<file path="src/sv/onewire_bus_master_core_macros.svh">
// Assertion helpers used by the engine design file.
`ifndef ONEWIRE_BUS_MASTER_CORE_MACROS_SVH
`define ONEWIRE_BUS_MASTER_CORE_MACROS_SVH

// Same-cycle implication, disabled during reset.
`define OBM_ASSERT_NOW(label, clk, rst, ante, cons) \
   label: assert property (@(posedge clk) disable iff (rst) (ante) |-> (cons)) \
      else $error("onewire bus master: same-cycle check failed");

// Next-cycle implication, disabled during reset.
`define OBM_ASSERT_NEXT(label, clk, rst, ante, cons) \
   label: assert property (@(posedge clk) disable iff (rst) (ante) |=> (cons)) \
      else $error("onewire bus master: next-cycle check failed");

`endif

</file>
<file path="src/sv/obm_pkg.sv">
package obm_pkg;

   // Configuration register file geometry.
   localparam int unsigned CFG_WIDTH  = 12;
   localparam int unsigned ADDR_WIDTH = 5;
   localparam int unsigned DATA_WIDTH = 32;

   typedef logic [CFG_WIDTH-1:0] cfg_word_type;

   // Register indexes, as found in paddr[4:2].
   localparam logic [2:0] REG_RESET_LOW      = 3'd0;
   localparam logic [2:0] REG_PRESENCE_WAIT  = 3'd1;
   localparam logic [2:0] REG_RESET_RECOVERY = 3'd2;
   localparam logic [2:0] REG_WR1_LOW        = 3'd3;
   localparam logic [2:0] REG_WR1_RELEASE    = 3'd4;
   localparam logic [2:0] REG_WR0_LOW        = 3'd5;
   localparam logic [2:0] REG_WR0_RELEASE    = 3'd6;
   localparam logic [2:0] REG_READ_RECOVERY  = 3'd7;

   // Command codes of a command transaction.
   localparam logic [1:0] CMD_RESET      = 2'd0;
   localparam logic [1:0] CMD_WRITE_BYTE = 2'd1;
   localparam logic [1:0] CMD_READ_BYTE  = 2'd2;
   localparam logic [1:0] CMD_READ_BIT   = 2'd3;

   // Reset values of the timing registers.
   localparam cfg_word_type RESET_LOW_DEFAULT      = 12'd500;
   localparam cfg_word_type PRESENCE_WAIT_DEFAULT  = 12'd80;
   localparam cfg_word_type RESET_RECOVERY_DEFAULT = 12'd410;
   localparam cfg_word_type WR1_LOW_DEFAULT        = 12'd10;
   localparam cfg_word_type WR1_RELEASE_DEFAULT    = 12'd55;
   localparam cfg_word_type WR0_LOW_DEFAULT        = 12'd65;
   localparam cfg_word_type WR0_RELEASE_DEFAULT    = 12'd5;
   localparam cfg_word_type READ_RECOVERY_DEFAULT  = 12'd50;

   // Fixed waits of the read slot.
   localparam cfg_word_type RD_LOW_TICKS    = 12'd2;
   localparam cfg_word_type RD_SAMPLE_TICKS = 12'd10;

   typedef struct packed {
      cfg_word_type reset_low_us;
      cfg_word_type presence_wait_us;
      cfg_word_type reset_recovery_us;
      cfg_word_type write_one_low_us;
      cfg_word_type write_one_release_us;
      cfg_word_type write_zero_low_us;
      cfg_word_type write_zero_release_us;
      cfg_word_type read_recovery_us;
   } cfg_type;

   // One input transaction.
   typedef struct packed {
      logic       req_type;
      logic [1:0] command;
      logic [7:0] data_byte;
      logic       line_level;
   } item_type;

   // One result transaction.
   typedef struct packed {
      logic       drive_low;
      logic       busy_res;
      logic       done_res;
      logic       presence;
      logic [7:0] read_data;
      logic       rejected;
   } result_type;

endpackage

</file>
<file path="src/sv/obm_csr.sv">
module obm_csr (
   input  logic                                 clock,
   input  logic                                 reset,
   input  logic                                 psel,
   input  logic                                 penable,
   input  logic                                 pwrite,
   input  logic [obm_pkg::ADDR_WIDTH-1:0]       paddr,
   input  logic [obm_pkg::DATA_WIDTH-1:0]       pwdata,
   output logic [obm_pkg::DATA_WIDTH-1:0]       prdata,
   output logic                                 pready,
   output obm_pkg::cfg_type                     cfg
);

   obm_pkg::cfg_type     cfg_ff;
   obm_pkg::cfg_type     cfg_in;
   logic [2:0]           reg_index;
   logic                 wr_en;
   obm_pkg::cfg_word_type wr_word;
   obm_pkg::cfg_word_type rd_word;

   assign pready    = 1'b1;
   assign reg_index = paddr[4:2];
   assign wr_en     = psel & penable & pwrite & pready;
   assign wr_word   = pwdata[obm_pkg::CFG_WIDTH-1:0];

   // Write decode: the addressed register takes the low bits of the data.
   always_comb begin
      cfg_in = cfg_ff;
      if (wr_en) begin
         unique case (reg_index)
            obm_pkg::REG_RESET_LOW:      cfg_in.reset_low_us          = wr_word;
            obm_pkg::REG_PRESENCE_WAIT:  cfg_in.presence_wait_us      = wr_word;
            obm_pkg::REG_RESET_RECOVERY: cfg_in.reset_recovery_us     = wr_word;
            obm_pkg::REG_WR1_LOW:        cfg_in.write_one_low_us      = wr_word;
            obm_pkg::REG_WR1_RELEASE:    cfg_in.write_one_release_us  = wr_word;
            obm_pkg::REG_WR0_LOW:        cfg_in.write_zero_low_us     = wr_word;
            obm_pkg::REG_WR0_RELEASE:    cfg_in.write_zero_release_us = wr_word;
            obm_pkg::REG_READ_RECOVERY:  cfg_in.read_recovery_us      = wr_word;
         endcase
      end
   end

   // Registers come out of reset with the standard slot timings.
   always_ff @(posedge clock) begin
      if (reset) begin
         cfg_ff.reset_low_us          <= obm_pkg::RESET_LOW_DEFAULT;
         cfg_ff.presence_wait_us      <= obm_pkg::PRESENCE_WAIT_DEFAULT;
         cfg_ff.reset_recovery_us     <= obm_pkg::RESET_RECOVERY_DEFAULT;
         cfg_ff.write_one_low_us      <= obm_pkg::WR1_LOW_DEFAULT;
         cfg_ff.write_one_release_us  <= obm_pkg::WR1_RELEASE_DEFAULT;
         cfg_ff.write_zero_low_us     <= obm_pkg::WR0_LOW_DEFAULT;
         cfg_ff.write_zero_release_us <= obm_pkg::WR0_RELEASE_DEFAULT;
         cfg_ff.read_recovery_us      <= obm_pkg::READ_RECOVERY_DEFAULT;
      end else begin
         cfg_ff <= cfg_in;
      end
   end

   // Read mux.
   always_comb begin
      unique case (reg_index)
         obm_pkg::REG_RESET_LOW:      rd_word = cfg_ff.reset_low_us;
         obm_pkg::REG_PRESENCE_WAIT:  rd_word = cfg_ff.presence_wait_us;
         obm_pkg::REG_RESET_RECOVERY: rd_word = cfg_ff.reset_recovery_us;
         obm_pkg::REG_WR1_LOW:        rd_word = cfg_ff.write_one_low_us;
         obm_pkg::REG_WR1_RELEASE:    rd_word = cfg_ff.write_one_release_us;
         obm_pkg::REG_WR0_LOW:        rd_word = cfg_ff.write_zero_low_us;
         obm_pkg::REG_WR0_RELEASE:    rd_word = cfg_ff.write_zero_release_us;
         obm_pkg::REG_READ_RECOVERY:  rd_word = cfg_ff.read_recovery_us;
      endcase
   end

   assign prdata = obm_pkg::DATA_WIDTH'(rd_word);
   assign cfg    = cfg_ff;

endmodule

</file>
<file path="src/sv/obm_engine.sv">
`include "onewire_bus_master_core_macros.svh"

module obm_engine #(
   parameter int unsigned TIMER_BITS        = 12,
   parameter int unsigned BITS_PER_TRANSFER = 8
) (
   input  logic                 clock,
   input  logic                 reset,
   input  logic                 step,
   input  obm_pkg::item_type    item,
   input  obm_pkg::cfg_type     cfg,
   output obm_pkg::result_type  result
);

   // Slot sequencer phases.
   localparam logic [3:0] PH_IDLE     = 4'd0;
   localparam logic [3:0] PH_RST_LOW  = 4'd1;
   localparam logic [3:0] PH_RST_WAIT = 4'd2;
   localparam logic [3:0] PH_RST_REC  = 4'd3;
   localparam logic [3:0] PH_WR_LOW   = 4'd4;
   localparam logic [3:0] PH_WR_REL   = 4'd5;
   localparam logic [3:0] PH_RD_LOW   = 4'd6;
   localparam logic [3:0] PH_RD_WAIT  = 4'd7;
   localparam logic [3:0] PH_RD_REC   = 4'd8;

   localparam logic [3:0] BITS_LOAD = 4'(BITS_PER_TRANSFER);

   logic [3:0]            phase_ff,  phase_in;
   logic [TIMER_BITS-1:0] timer_ff,  timer_in;
   logic [7:0]            shift_ff,  shift_in;
   logic [3:0]            bits_ff,   bits_in;
   logic [1:0]            cmd_ff,    cmd_in;
   logic                  pres_ff,   pres_in;
   logic                  done;
   logic                  rej;
   logic                  bit_end;
   logic [3:0]            bits_dec;

   assign bits_dec = bits_ff - 4'd1;

   // Next state for the transaction in the input register.
   always_comb begin
      phase_in = phase_ff;
      timer_in = timer_ff;
      shift_in = shift_ff;
      bits_in  = bits_ff;
      cmd_in   = cmd_ff;
      pres_in  = pres_ff;
      done     = 1'b0;
      rej      = 1'b0;
      bit_end  = 1'b0;
      if (item.req_type) begin
         // A new command is only taken while the bus is idle.
         if (phase_ff != PH_IDLE) begin
            rej = 1'b1;
         end else begin
            cmd_in = item.command;
            if (item.command == obm_pkg::CMD_RESET) begin
               pres_in  = 1'b0;
               phase_in = PH_RST_LOW;
               timer_in = TIMER_BITS'(cfg.reset_low_us);
            end else if (item.command == obm_pkg::CMD_WRITE_BYTE) begin
               shift_in = item.data_byte;
               bits_in  = BITS_LOAD;
               phase_in = PH_WR_LOW;
               timer_in = item.data_byte[0] ? TIMER_BITS'(cfg.write_one_low_us)
                                            : TIMER_BITS'(cfg.write_zero_low_us);
            end else begin
               shift_in = 8'd0;
               bits_in  = (item.command == obm_pkg::CMD_READ_BIT) ? 4'd1 : BITS_LOAD;
               phase_in = PH_RD_LOW;
               timer_in = TIMER_BITS'(obm_pkg::RD_LOW_TICKS);
            end
         end
      end else if (phase_ff != PH_IDLE) begin
         // A tick: count down, or move on when the wait has run out.
         if (timer_ff != '0) begin
            timer_in = timer_ff - 1'b1;
         end else begin
            unique case (phase_ff)
               PH_RST_LOW: begin
                  phase_in = PH_RST_WAIT;
                  timer_in = TIMER_BITS'(cfg.presence_wait_us);
               end
               PH_RST_WAIT: begin
                  pres_in  = ~item.line_level;
                  phase_in = PH_RST_REC;
                  timer_in = TIMER_BITS'(cfg.reset_recovery_us);
               end
               PH_WR_LOW: begin
                  phase_in = PH_WR_REL;
                  timer_in = shift_ff[0] ? TIMER_BITS'(cfg.write_one_release_us)
                                         : TIMER_BITS'(cfg.write_zero_release_us);
               end
               PH_WR_REL: begin
                  shift_in = {1'b0, shift_ff[7:1]};
                  bit_end  = 1'b1;
               end
               PH_RD_LOW: begin
                  phase_in = PH_RD_WAIT;
                  timer_in = TIMER_BITS'(obm_pkg::RD_SAMPLE_TICKS);
               end
               PH_RD_WAIT: begin
                  shift_in = (cmd_ff == obm_pkg::CMD_READ_BIT) ? {7'd0, item.line_level}
                                                               : {item.line_level, shift_ff[7:1]};
                  phase_in = PH_RD_REC;
                  timer_in = TIMER_BITS'(cfg.read_recovery_us);
               end
               PH_RD_REC: begin
                  bit_end = 1'b1;
               end
               default: begin
                  // Reset recovery over, or a phase code with no meaning.
                  phase_in = PH_IDLE;
                  timer_in = '0;
                  done     = 1'b1;
               end
            endcase
            // End of a bit slot: start the next bit or finish.
            if (bit_end) begin
               bits_in = bits_dec;
               if (bits_dec != 4'd0) begin
                  if (cmd_ff == obm_pkg::CMD_WRITE_BYTE) begin
                     phase_in = PH_WR_LOW;
                     timer_in = shift_in[0] ? TIMER_BITS'(cfg.write_one_low_us)
                                            : TIMER_BITS'(cfg.write_zero_low_us);
                  end else begin
                     phase_in = PH_RD_LOW;
                     timer_in = TIMER_BITS'(obm_pkg::RD_LOW_TICKS);
                  end
               end else begin
                  phase_in = PH_IDLE;
                  timer_in = '0;
                  done     = 1'b1;
               end
            end
         end
      end
   end

   // Result fields follow the state left by this transaction.
   always_comb begin
      result.drive_low = (phase_in == PH_RST_LOW) || (phase_in == PH_WR_LOW) ||
                         (phase_in == PH_RD_LOW);
      result.busy_res  = (phase_in != PH_IDLE);
      result.done_res  = done;
      result.presence  = done && (cmd_ff == obm_pkg::CMD_RESET) && pres_in;
      result.read_data = (done && ((cmd_ff == obm_pkg::CMD_READ_BYTE) ||
                                   (cmd_ff == obm_pkg::CMD_READ_BIT)))
                         ? shift_in : 8'd0;
      result.rejected  = rej;
   end

   // Sequencer state advances once per transaction.
   always_ff @(posedge clock) begin
      if (reset) begin
         phase_ff <= PH_IDLE;
         timer_ff <= '0;
         shift_ff <= 8'd0;
         bits_ff  <= 4'd0;
         cmd_ff   <= obm_pkg::CMD_RESET;
         pres_ff  <= 1'b0;
      end else if (step) begin
         phase_ff <= phase_in;
         timer_ff <= timer_in;
         shift_ff <= shift_in;
         bits_ff  <= bits_in;
         cmd_ff   <= cmd_in;
         pres_ff  <= pres_in;
      end
   end

   // A finished command always leaves the sequencer idle.
   `OBM_ASSERT_NOW(a_done_idle, clock, reset, result.done_res, !result.busy_res)
   // Presence is reported only at the end of a bus reset.
   `OBM_ASSERT_NOW(a_pres_reset, clock, reset, result.presence,
                   result.done_res && (cmd_ff == obm_pkg::CMD_RESET))
   // Without a transaction the sequencer does not move.
   `OBM_ASSERT_NEXT(a_hold, clock, reset, !step,
                    $stable(phase_ff) && $stable(timer_ff) && $stable(bits_ff))
   // A running count keeps the phase until it reaches zero.
   `OBM_ASSERT_NEXT(a_count, clock, reset,
                    step && !item.req_type && (phase_ff != PH_IDLE) && (timer_ff != '0),
                    phase_ff == $past(phase_ff))

endmodule

</file>
<file path="src/sv/onewire_bus_master_core.sv">
// Channel   | Direction | Handshake            | Payload
// req_*     | in        | req_valid/req_ready  | req_type, command, data_byte, line_level
// rsp_*     | out       | rsp_valid/rsp_ready  | drive_low, busy_res, done_res, presence,
//           |           |                      | read_data, rejected
// APB       | in/out    | psel/penable, pready | paddr, pwdata, prdata
//
// One transaction is accepted per cycle while rsp_ready is high; its result is
// offered once the sequencer update has passed from the input register into the
// result register.
// Reset is synchronous and active high; it empties both registers, idles the
// sequencer and restores the default slot timings.
// When a result is waiting and rsp_ready is low the result register holds, and
// req_ready falls once the input register is also full. APB writes complete in the access cycle.
module onewire_bus_master_core #(
   parameter int unsigned TIMER_BITS        = 12,
   parameter int unsigned BITS_PER_TRANSFER = 8
) (
   input  logic                           clock,
   input  logic                           reset,
   input  logic                           req_valid,
   output logic                           req_ready,
   input  logic                           req_type,
   input  logic [1:0]                     req_command,
   input  logic [7:0]                     req_data_byte,
   input  logic                           req_line_level,
   output logic                           rsp_valid,
   input  logic                           rsp_ready,
   output logic                           rsp_drive_low,
   output logic                           rsp_busy_res,
   output logic                           rsp_done_res,
   output logic                           rsp_presence,
   output logic [7:0]                     rsp_read_data,
   output logic                           rsp_rejected,
   input  logic                           psel,
   input  logic                           penable,
   input  logic                           pwrite,
   input  logic [obm_pkg::ADDR_WIDTH-1:0] paddr,
   input  logic [obm_pkg::DATA_WIDTH-1:0] pwdata,
   output logic [obm_pkg::DATA_WIDTH-1:0] prdata,
   output logic                           pready
);

   obm_pkg::cfg_type    cfg;
   obm_pkg::item_type   in_item_ff;
   logic                in_valid_ff;
   obm_pkg::result_type res;
   obm_pkg::result_type out_res_ff;
   logic                out_valid_ff;
   logic                step;
   logic                req_fire;

   obm_csr u_csr (
      .clock   (clock),
      .reset   (reset),
      .psel    (psel),
      .penable (penable),
      .pwrite  (pwrite),
      .paddr   (paddr),
      .pwdata  (pwdata),
      .prdata  (prdata),
      .pready  (pready),
      .cfg     (cfg)
   );

   // The held transaction moves on when the result register can take it.
   assign step      = in_valid_ff && (!out_valid_ff || rsp_ready);
   assign req_ready = !in_valid_ff || step;
   assign req_fire  = req_valid && req_ready;

   // Input register.
   always_ff @(posedge clock) begin
      if (reset) begin
         in_valid_ff <= 1'b0;
      end else if (req_ready) begin
         in_valid_ff <= req_valid;
      end
   end

   always_ff @(posedge clock) begin
      if (req_fire) begin
         in_item_ff.req_type   <= req_type;
         in_item_ff.command    <= req_command;
         in_item_ff.data_byte  <= req_data_byte;
         in_item_ff.line_level <= req_line_level;
      end
   end

   obm_engine #(
      .TIMER_BITS        (TIMER_BITS),
      .BITS_PER_TRANSFER (BITS_PER_TRANSFER)
   ) u_engine (
      .clock  (clock),
      .reset  (reset),
      .step   (step),
      .item   (in_item_ff),
      .cfg    (cfg),
      .result (res)
   );

   // Result register.
   always_ff @(posedge clock) begin
      if (reset) begin
         out_valid_ff <= 1'b0;
      end else if (!out_valid_ff || rsp_ready) begin
         out_valid_ff <= in_valid_ff;
      end
   end

   always_ff @(posedge clock) begin
      if (step) begin
         out_res_ff <= res;
      end
   end

   assign rsp_valid     = out_valid_ff;
   assign rsp_drive_low = out_res_ff.drive_low;
   assign rsp_busy_res  = out_res_ff.busy_res;
   assign rsp_done_res  = out_res_ff.done_res;
   assign rsp_presence  = out_res_ff.presence;
   assign rsp_read_data = out_res_ff.read_data;
   assign rsp_rejected  = out_res_ff.rejected;

endmodule
</file>
<file path="config.mk">
export PLATFORM = sky130hd
export DESIGN_NAME = onewire_bus_master_core
export DESIGN_NICKNAME = d
export VERILOG_FILES = /design/src/sv/obm_pkg.sv /design/src/sv/obm_csr.sv /design/src/sv/obm_engine.sv /design/src/sv/onewire_bus_master_core.sv
export VERILOG_INCLUDE_DIRS = /design/src /design/src/sv
export SDC_FILE = /design/constraint.sdc
export NUM_CORES = 1
export LEC_CHECK = 0
export BUFFER_PORTS_ARGS = -buffer_cell sky130_fd_sc_hd__buf_2
export CORE_ASPECT_RATIO = 0.7
export CORE_MARGIN = 2
export CORE_UTILIZATION = 40
export CTS_CLUSTER_DIAMETER = 100
export DETAILED_ROUTE_END_ITERATION = 10
export GPL_TIMING_DRIVEN = 0
export PLACE_DENSITY = 0.64
export SYNTH_ARGS = -nofsm -noshare
export SYNTH_HDL_FRONTEND = slang
export SYNTH_SLANG_ARGS = --single-unit
</file>
<file path="constraint.sdc">
create_clock -name clock -period 2.41 [get_ports clock]
set_input_delay 0.1205 -clock clock [delete_from_list [all_inputs] [get_ports clock]]
set_output_delay 0.1205 -clock clock [all_outputs]
set_load 0.05 [all_outputs]
</file>
== After elaboration in Yosys (flattened, before gate mapping) ==
Index checks and enable logic that the tools add are counted.

* Input bits: 56
* Logic and storage cells: 152
* Register bits: 154
* Output and inout port bits: 48

* Multiplexer cells: 60
* Reductions and logical operators: 34
* Equality and inequality tests: 26
* Add/subtract/negate cells: 2
* Bitwise logic cells: 4

{| class="wikitable"
|+ Operators by type and width
! cell !! number
|-
| 12-bit two-way mux || 12
|-
| 12-bit one-hot mux with 8 select lines || 1
|-
| 8-bit two-way mux || 10
|-
| 12-bit one-hot mux with 6 select lines || 1
|-
| 4-bit two-way mux || 14
|-
| 4-bit by 3-bit equality test with 1-bit output, second input constant || 6
|-
| 4-bit one-hot mux with 6 select lines || 1
|-
| 1-bit two-way mux || 17
|-
| 8-bit one-hot mux with 2 select lines || 1
|-
| 2-bit AND reduction || 8
|-
| 3-bit equality test, second input constant || 4
|-
| 12-bit nonzero test || 1
|-
| 4-bit nonzero test || 3
|-
| 12-bit by 1-bit subtractor with 12-bit output, second input constant || 1
|-
| 4-bit by 1-bit equality test with 1-bit output, second input constant || 2
|-
| 7-bit OR reduction || 1
|-
| 2-bit equality test, second input constant || 3
|-
| 3-bit by 2-bit equality test with 1-bit output, second input constant || 2
|-
| 2-bit != test, second input constant || 3
|-
| 6-bit AND reduction || 1
|-
| 1-bit logical AND || 5
|-
| 1-bit logical OR || 5
|-
| 2-bit by 1-bit equality test with 1-bit output, second input constant || 2
|-
| 4-bit by 2-bit equality test with 1-bit output, second input constant || 1
|-
| 15 further kinds || 21
|}

== Longest topological paths before layout ==
* Word-level depth: 13
* Gate-level depth with buffers: 11
* Depth with buffers taken out: 8

== Modules after synthesis ==
From an unflattened synthesis, not the netlist that was laid out.

* Cell total of the unflattened synthesis: 1098
* Area, all modules: 9044.9 um^2

{| class="wikitable"
|+ Modules (own cells, without submodules)
! module !! seq. area each (um^2) !! area an instance (um^2) !! cells each !! instances
|-
| obm_csr || 1921.8 || 4677.0 || 579 || 1
|-
| obm_engine || 620.6 || 3513.4 || 484 || 1
|-
| onewire_bus_master_core || 790.8 || 854.6 || 35 || 1
|}

== Worst setup path before layout ==
OpenSTA, ideal clock, no wires.

* Path type: reg2reg
* Start: register u_engine.phase_ff[3]
* End: register u_engine.timer_ff[1]
* Buffers on the path: 3
* Data arrival time: 2.320 ns
* Data required time: 2.349 ns
* Cell stages (with the launch flop): 12
* Library setup time: 0.061 ns
* Setup slack: 0.029 ns
* Clock period less this slack: 2.381 ns
* Cell sequence: dfxtp_1 > buf_2 > or4_1 > buf_2 > clkinv_2 > ha_1 > and3_1 > clkbuf_1 > nor2_1 > a2111oi_0 > o2111ai_1 > nand2_1

* Word-level cells in the longest chain between the ends: 12
* Elaborated cells between the ends (all ways): 29
* Those cells by class: eq/ne (9); mux (16); reduce/logical (4)

{| class="wikitable"
|+ Ends and longest elaborated chain
! element !! line !! source
|-
| start, declared || obm_engine.sv:28 || <nowiki>logic [3:0] phase_ff, phase_in;</nowiki>
|-
| start signal, assigned || obm_engine.sv:164 || <nowiki>phase_ff <= phase_in;</nowiki>
|-
| 4-bit by 3-bit equality test with 1-bit output || obm_engine.sv:80 || <nowiki>unique case (phase_ff)</nowiki>
|-
| 8-bit one-hot mux with 2 select lines || obm_engine.sv:80 ||
|-
| 8-bit two-way mux || obm_engine.sv:77 || <nowiki>if (timer_ff != '0) begin</nowiki>
|-
| 8-bit two-way mux || obm_engine.sv:75 || <nowiki>end else if (phase_ff != PH_IDLE) begin</nowiki>
|-
| 8-bit two-way mux || obm_engine.sv:52 || <nowiki>if (item.req_type) begin</nowiki>
|-
| 12-bit two-way mux || obm_engine.sv:125 || <nowiki>timer_in = shift_in[0] ? TIMER_BITS'(cfg.write_one_low_us)</nowiki>
|-
| 12-bit two-way mux || obm_engine.sv:123 || <nowiki>if (cmd_ff == obm_pkg::CMD_WRITE_BYTE) begin</nowiki>
|-
| 12-bit two-way mux || obm_engine.sv:122 || <nowiki>if (bits_dec != 4'd0) begin</nowiki>
|-
| 12-bit two-way mux || obm_engine.sv:120 || <nowiki>if (bit_end) begin</nowiki>
|-
| 12-bit two-way mux || obm_engine.sv:77 ||
|-
| 12-bit two-way mux || obm_engine.sv:75 ||
|-
| 12-bit two-way mux || obm_engine.sv:52 ||
|-
| end signal, assigned || obm_engine.sv:165 || <nowiki>timer_ff <= timer_in;</nowiki>
|-
| end, declared || obm_engine.sv:29 || <nowiki>logic [TIMER_BITS-1:0] timer_ff, timer_in;</nowiki>
|}

Parallel ways exist; a longest one is shown, timed or not. The select of a mux whose other input is x is not followed.
A chain may end at the register's enable or synchronous reset.

== Final worst setup path ==
* Start: register u_engine.shift_ff[0]
* End: register u_engine.timer_ff[1]

* Word-level cells in the longest chain between the ends: 11
* Elaborated cells between the ends (all ways): 13
* Those cells by class: mux (13)

{| class="wikitable"
|+ Ends and longest elaborated chain
! element !! line !! source
|-
| start, declared || obm_engine.sv:30 || <nowiki>logic [7:0] shift_ff, shift_in;</nowiki>
|-
| start signal, assigned || obm_engine.sv:166 || <nowiki>shift_ff <= shift_in;</nowiki>
|-
| 8-bit one-hot mux with 2 select lines || obm_engine.sv:80 ||
|-
| 8-bit two-way mux || obm_engine.sv:77 ||
|-
| 8-bit two-way mux || obm_engine.sv:75 ||
|-
| 8-bit two-way mux || obm_engine.sv:52 ||
|-
| 12-bit two-way mux || obm_engine.sv:125 ||
|-
| 12-bit two-way mux || obm_engine.sv:123 ||
|-
| 12-bit two-way mux || obm_engine.sv:122 ||
|-
| 12-bit two-way mux * || obm_engine.sv:120 ||
|-
| 12-bit two-way mux * || obm_engine.sv:77 ||
|-
| 12-bit two-way mux * || obm_engine.sv:75 ||
|-
| 12-bit two-way mux * || obm_engine.sv:52 ||
|}

Mark *: on every way between the ends. The rest lies on a longest branch, timed or not. The select of a mux whose other input is x is not followed.

==> out/summary.txt <==
worst hold path class = in2reg
Comb pwr share = 21.6%
Num CTS Buffers = 17
Max-Cap Viols = 0
share of post-route cells with drive strength above 1 = 18.7%
ys flop type = dfxtp_1
maximum number of pins on one net before global-route repair = 23
Layout area overhead = 18.6%
Max IR drop VDD = 0.457 mV
maximum clock rate = 410 MHz
H-tree levels = 4
Pint = 4.96 mW
critical path fanouts, max = 10
commonest cells in the netlist = nand2_1 (153), nor2_1 (130), dfxtp_1 (129)
Mapped Area = 8590 sq um
total wire length = 31.2 mm
GR Util All Layers = 27.5%
Post-synth EDFFs = 25
residual DRC count = 0
distinct cell type count after synthesis = 78
CP cell instances = clkbuf_2, mux2_2, a22oi_1, o211ai_1, a222oi_1, nand2_1
critical path capture point type = register
WL/cell = 22.1 um
antenna-violating nets left = 0
final setup vio count = 1
Die ar. = 22700 sq um
setup_tns = -0.0269 ns
Setup WS post-layout = -0.0269 ns
Async S/R FF share, synth = 0%
FP Rows = 44
Hold Fails Final Rpt = 0
antenna violations before repair = 0
syn_area_per_cell = 8.38 sq um
pwr/cell area = 715 nW/um^2
worst-margin pin slew = 1.17 ns
main area contributors after synthesis = dfxtp_1 (30%), edfxtp_1 (8.7%), mux2i_1 (8.2%), nand2_1 (6.7%), nor2_1 (5.7%)
global-route wire length before repair = 46.6 mm
Worst Path Arrival = 2.75 ns
clock skew = 0.00784 ns
crit-path max cell delay = 0.57 ns
dpl hpwl = 22.8 mm
Die Ht = 127 um
NetSw = 2.33 mW
RD Place Congestion = 0.994
Area after DPL = 9240 sq um
DIE WIDTH = 179 um
Pre-antenna DRT Iters = 6
Yosys top cell by area = dfxtp_1
core area = 20900 sq um
Vias = 8506
Finished Cell Area = 10200 sq um
clk buf depth = 2
vias per cell = 6.02
status = finished, violations left
Leak Pwr = 3.82 nW
count leader, synth = nand2_1
port buffer count = 46
Final min period = 2.44 ns
ANT cells = 0
top cell type's share of synthesized area = 30.0%
# IOs = 104
Crit path max-delay family = compound AO/OA/AOI/OAI gates
Net Sw Frac = 31.9%
Critical Path Source Type = register
total grt overflow = 0
violated checks = negative setup slack
crit share post-route = 101%
Crit-path slowest cell = dfxtp_2
vias in the first global route = 7731
CP Class = reg2reg
root buffer cell = clkbuf_16
Iteration-0 DRC Markers = 1574
Syn Inst Count = 1026
Layout fillers = 2055
Seq pwr share = 38.0%
clock sinks = 154
Bufs and invs on worst path = 1
Slew headroom = 22.3%
Seq/Total Area, Yosys = 38.8%
Ys Warns = 0
Nets = 1185
worst-skew pair later-pin latency = 0.44 ns
Synth Register Bits = 154
clock slew at reported path FFs = 0.06 ns
starting density of the core = 41.1%
CTS tree = yes
fin. max-slew vios = 0
Clock power frac = 40.5%
CP required = 2.73 ns
[cell usage in the layout (no fill, tap or decap), types with 16 or more instances in the layout]
cell	count
nor2_1	125
clkbuf_16	18
dfxtp_1	123
a211oi_1	18
edfxtp_1	25
clkbuf_1	49
inv_1	17
buf_4	32
buf_2	51
a22o_1	16
mux2i_1	70
nand3_1	34
o21ai_0	26
conb_1	21
nand2_1	153
mux2_2	27
a21oi_1	77
[path summary, 6_finish.rpt]
path	from	slack (ns)	cells past startpoint	to
setup / recovery	u_engine.shift_ff[0]$_SDFFE_PP0P_	-0.03	6	u_engine.timer_ff[1]$_SDFFE_PP0P_
hold / removal	rsp_ready	0.04	4	in_valid_ff$_SDFFE_PP0N_
setup reg to reg	u_engine.shift_ff[0]$_SDFFE_PP0P_	-0.03	6	u_engine.timer_ff[1]$_SDFFE_PP0P_
hold reg to reg	u_csr.cfg[10]$_SDFFE_PP0P_	0.48	2	u_csr.cfg[10]$_SDFFE_PP0P_
[state kept, by name (all words and copies together) (netlist names), 2 cells and up]
register and count:
in_item_ff 12, rsp_read_data 8, u_csr.cfg 96, u_engine.bits_ff 4, u_engine.cmd_ff 2, u_engine.phase_ff 4
u_engine.shift_ff 8, u_engine.timer_ff 12
[per-layer routing]
metal	track usage [%]	routed length, um	vias up
met3	8.24	4050	68
met4	8.16	720	0
li1	-	-	3847
met2	36.4	12300	548
met5	0	0	-
met1	42.1	14100	4043
[layout make-up]
| type | instances | area, sq um | area share (%) |
|---|---|---|---|
| Tap cell | 276 | 345 | 3.39 |
| Multi-Input combinational cell | 763 | 4860 | 47.6 |
| Sequential cell | 154 | 3350 | 32.8 |
| Inverter | 20 | 78.8 | 0.773 |
| Clock inverter | 12 | 160 | 1.57 |
| Timing Repair Buffer | 68 | 428 | 4.20 |
| Clock buffer | 20 | 478 | 4.69 |
| Buffer | 99 | 502 | 4.92 |
[what timing repair did]
item | CTS | global route
buffers inserted | 7 | 2
resized for setup | 24 | 37
hold buffers | 13 | 0
setup endpoints to repair | 48 | 42
endpoints found under the hold margin | 13 | 0
pin swaps | 3 | 9
[kinds of logic (layout without fill, tap and decap cells)]
logic type	count (synthesis)	count (layout)	share of synthesized area, %
buf+inv	128	219	6.78
mux	105	105	13.8
simple gates	391	391	20.7
xor+xnor	3	3	0.306
fa+ha+maj	6	6	0.873
flops	154	154	38.8
other cells	2	21	0.0874
compound gates	237	237	18.7
[worst reg2reg max path, stage by stage (launching register included)]
cell and delay (ns):
dfxtp_2 0.57, clkbuf_2 0.48, mux2_2 0.40, a22oi_1 0.26
o211ai_1 0.21, a222oi_1 0.31, nand2_1 0.09
[power groups by stage]
stage	registers [mW]	clock network (mW)	logic, mW
after detailed placement	2.81	0	1.43
after floorplan	2.83	0	0.996
after global routing	2.77	3.07	1.66
final	2.77	2.95	1.57
after CTS	2.76	2.94	1.49
after global placement	2.80	0	1.42
[stage by stage]
stage          hold WS (ns)  worst slack, ns  util (%)  power (mW)  std cells
5_1_grt              0.0999          -0.0221      48.7        7.50       1412
3_3_place_gp          0.298           -0.679      44.2        4.22       1367
4_1_cts              0.0513         -0.00990      48.3        7.19       1414
2_1_floorplan         0.219           0.0286         -        3.83       1045
3_5_place_dp          0.299           -0.664      44.2        4.23       1367
6_report             0.0449          -0.0269      48.7        7.29       1412
No activity file was read; power rests on OpenSTA's default activity.
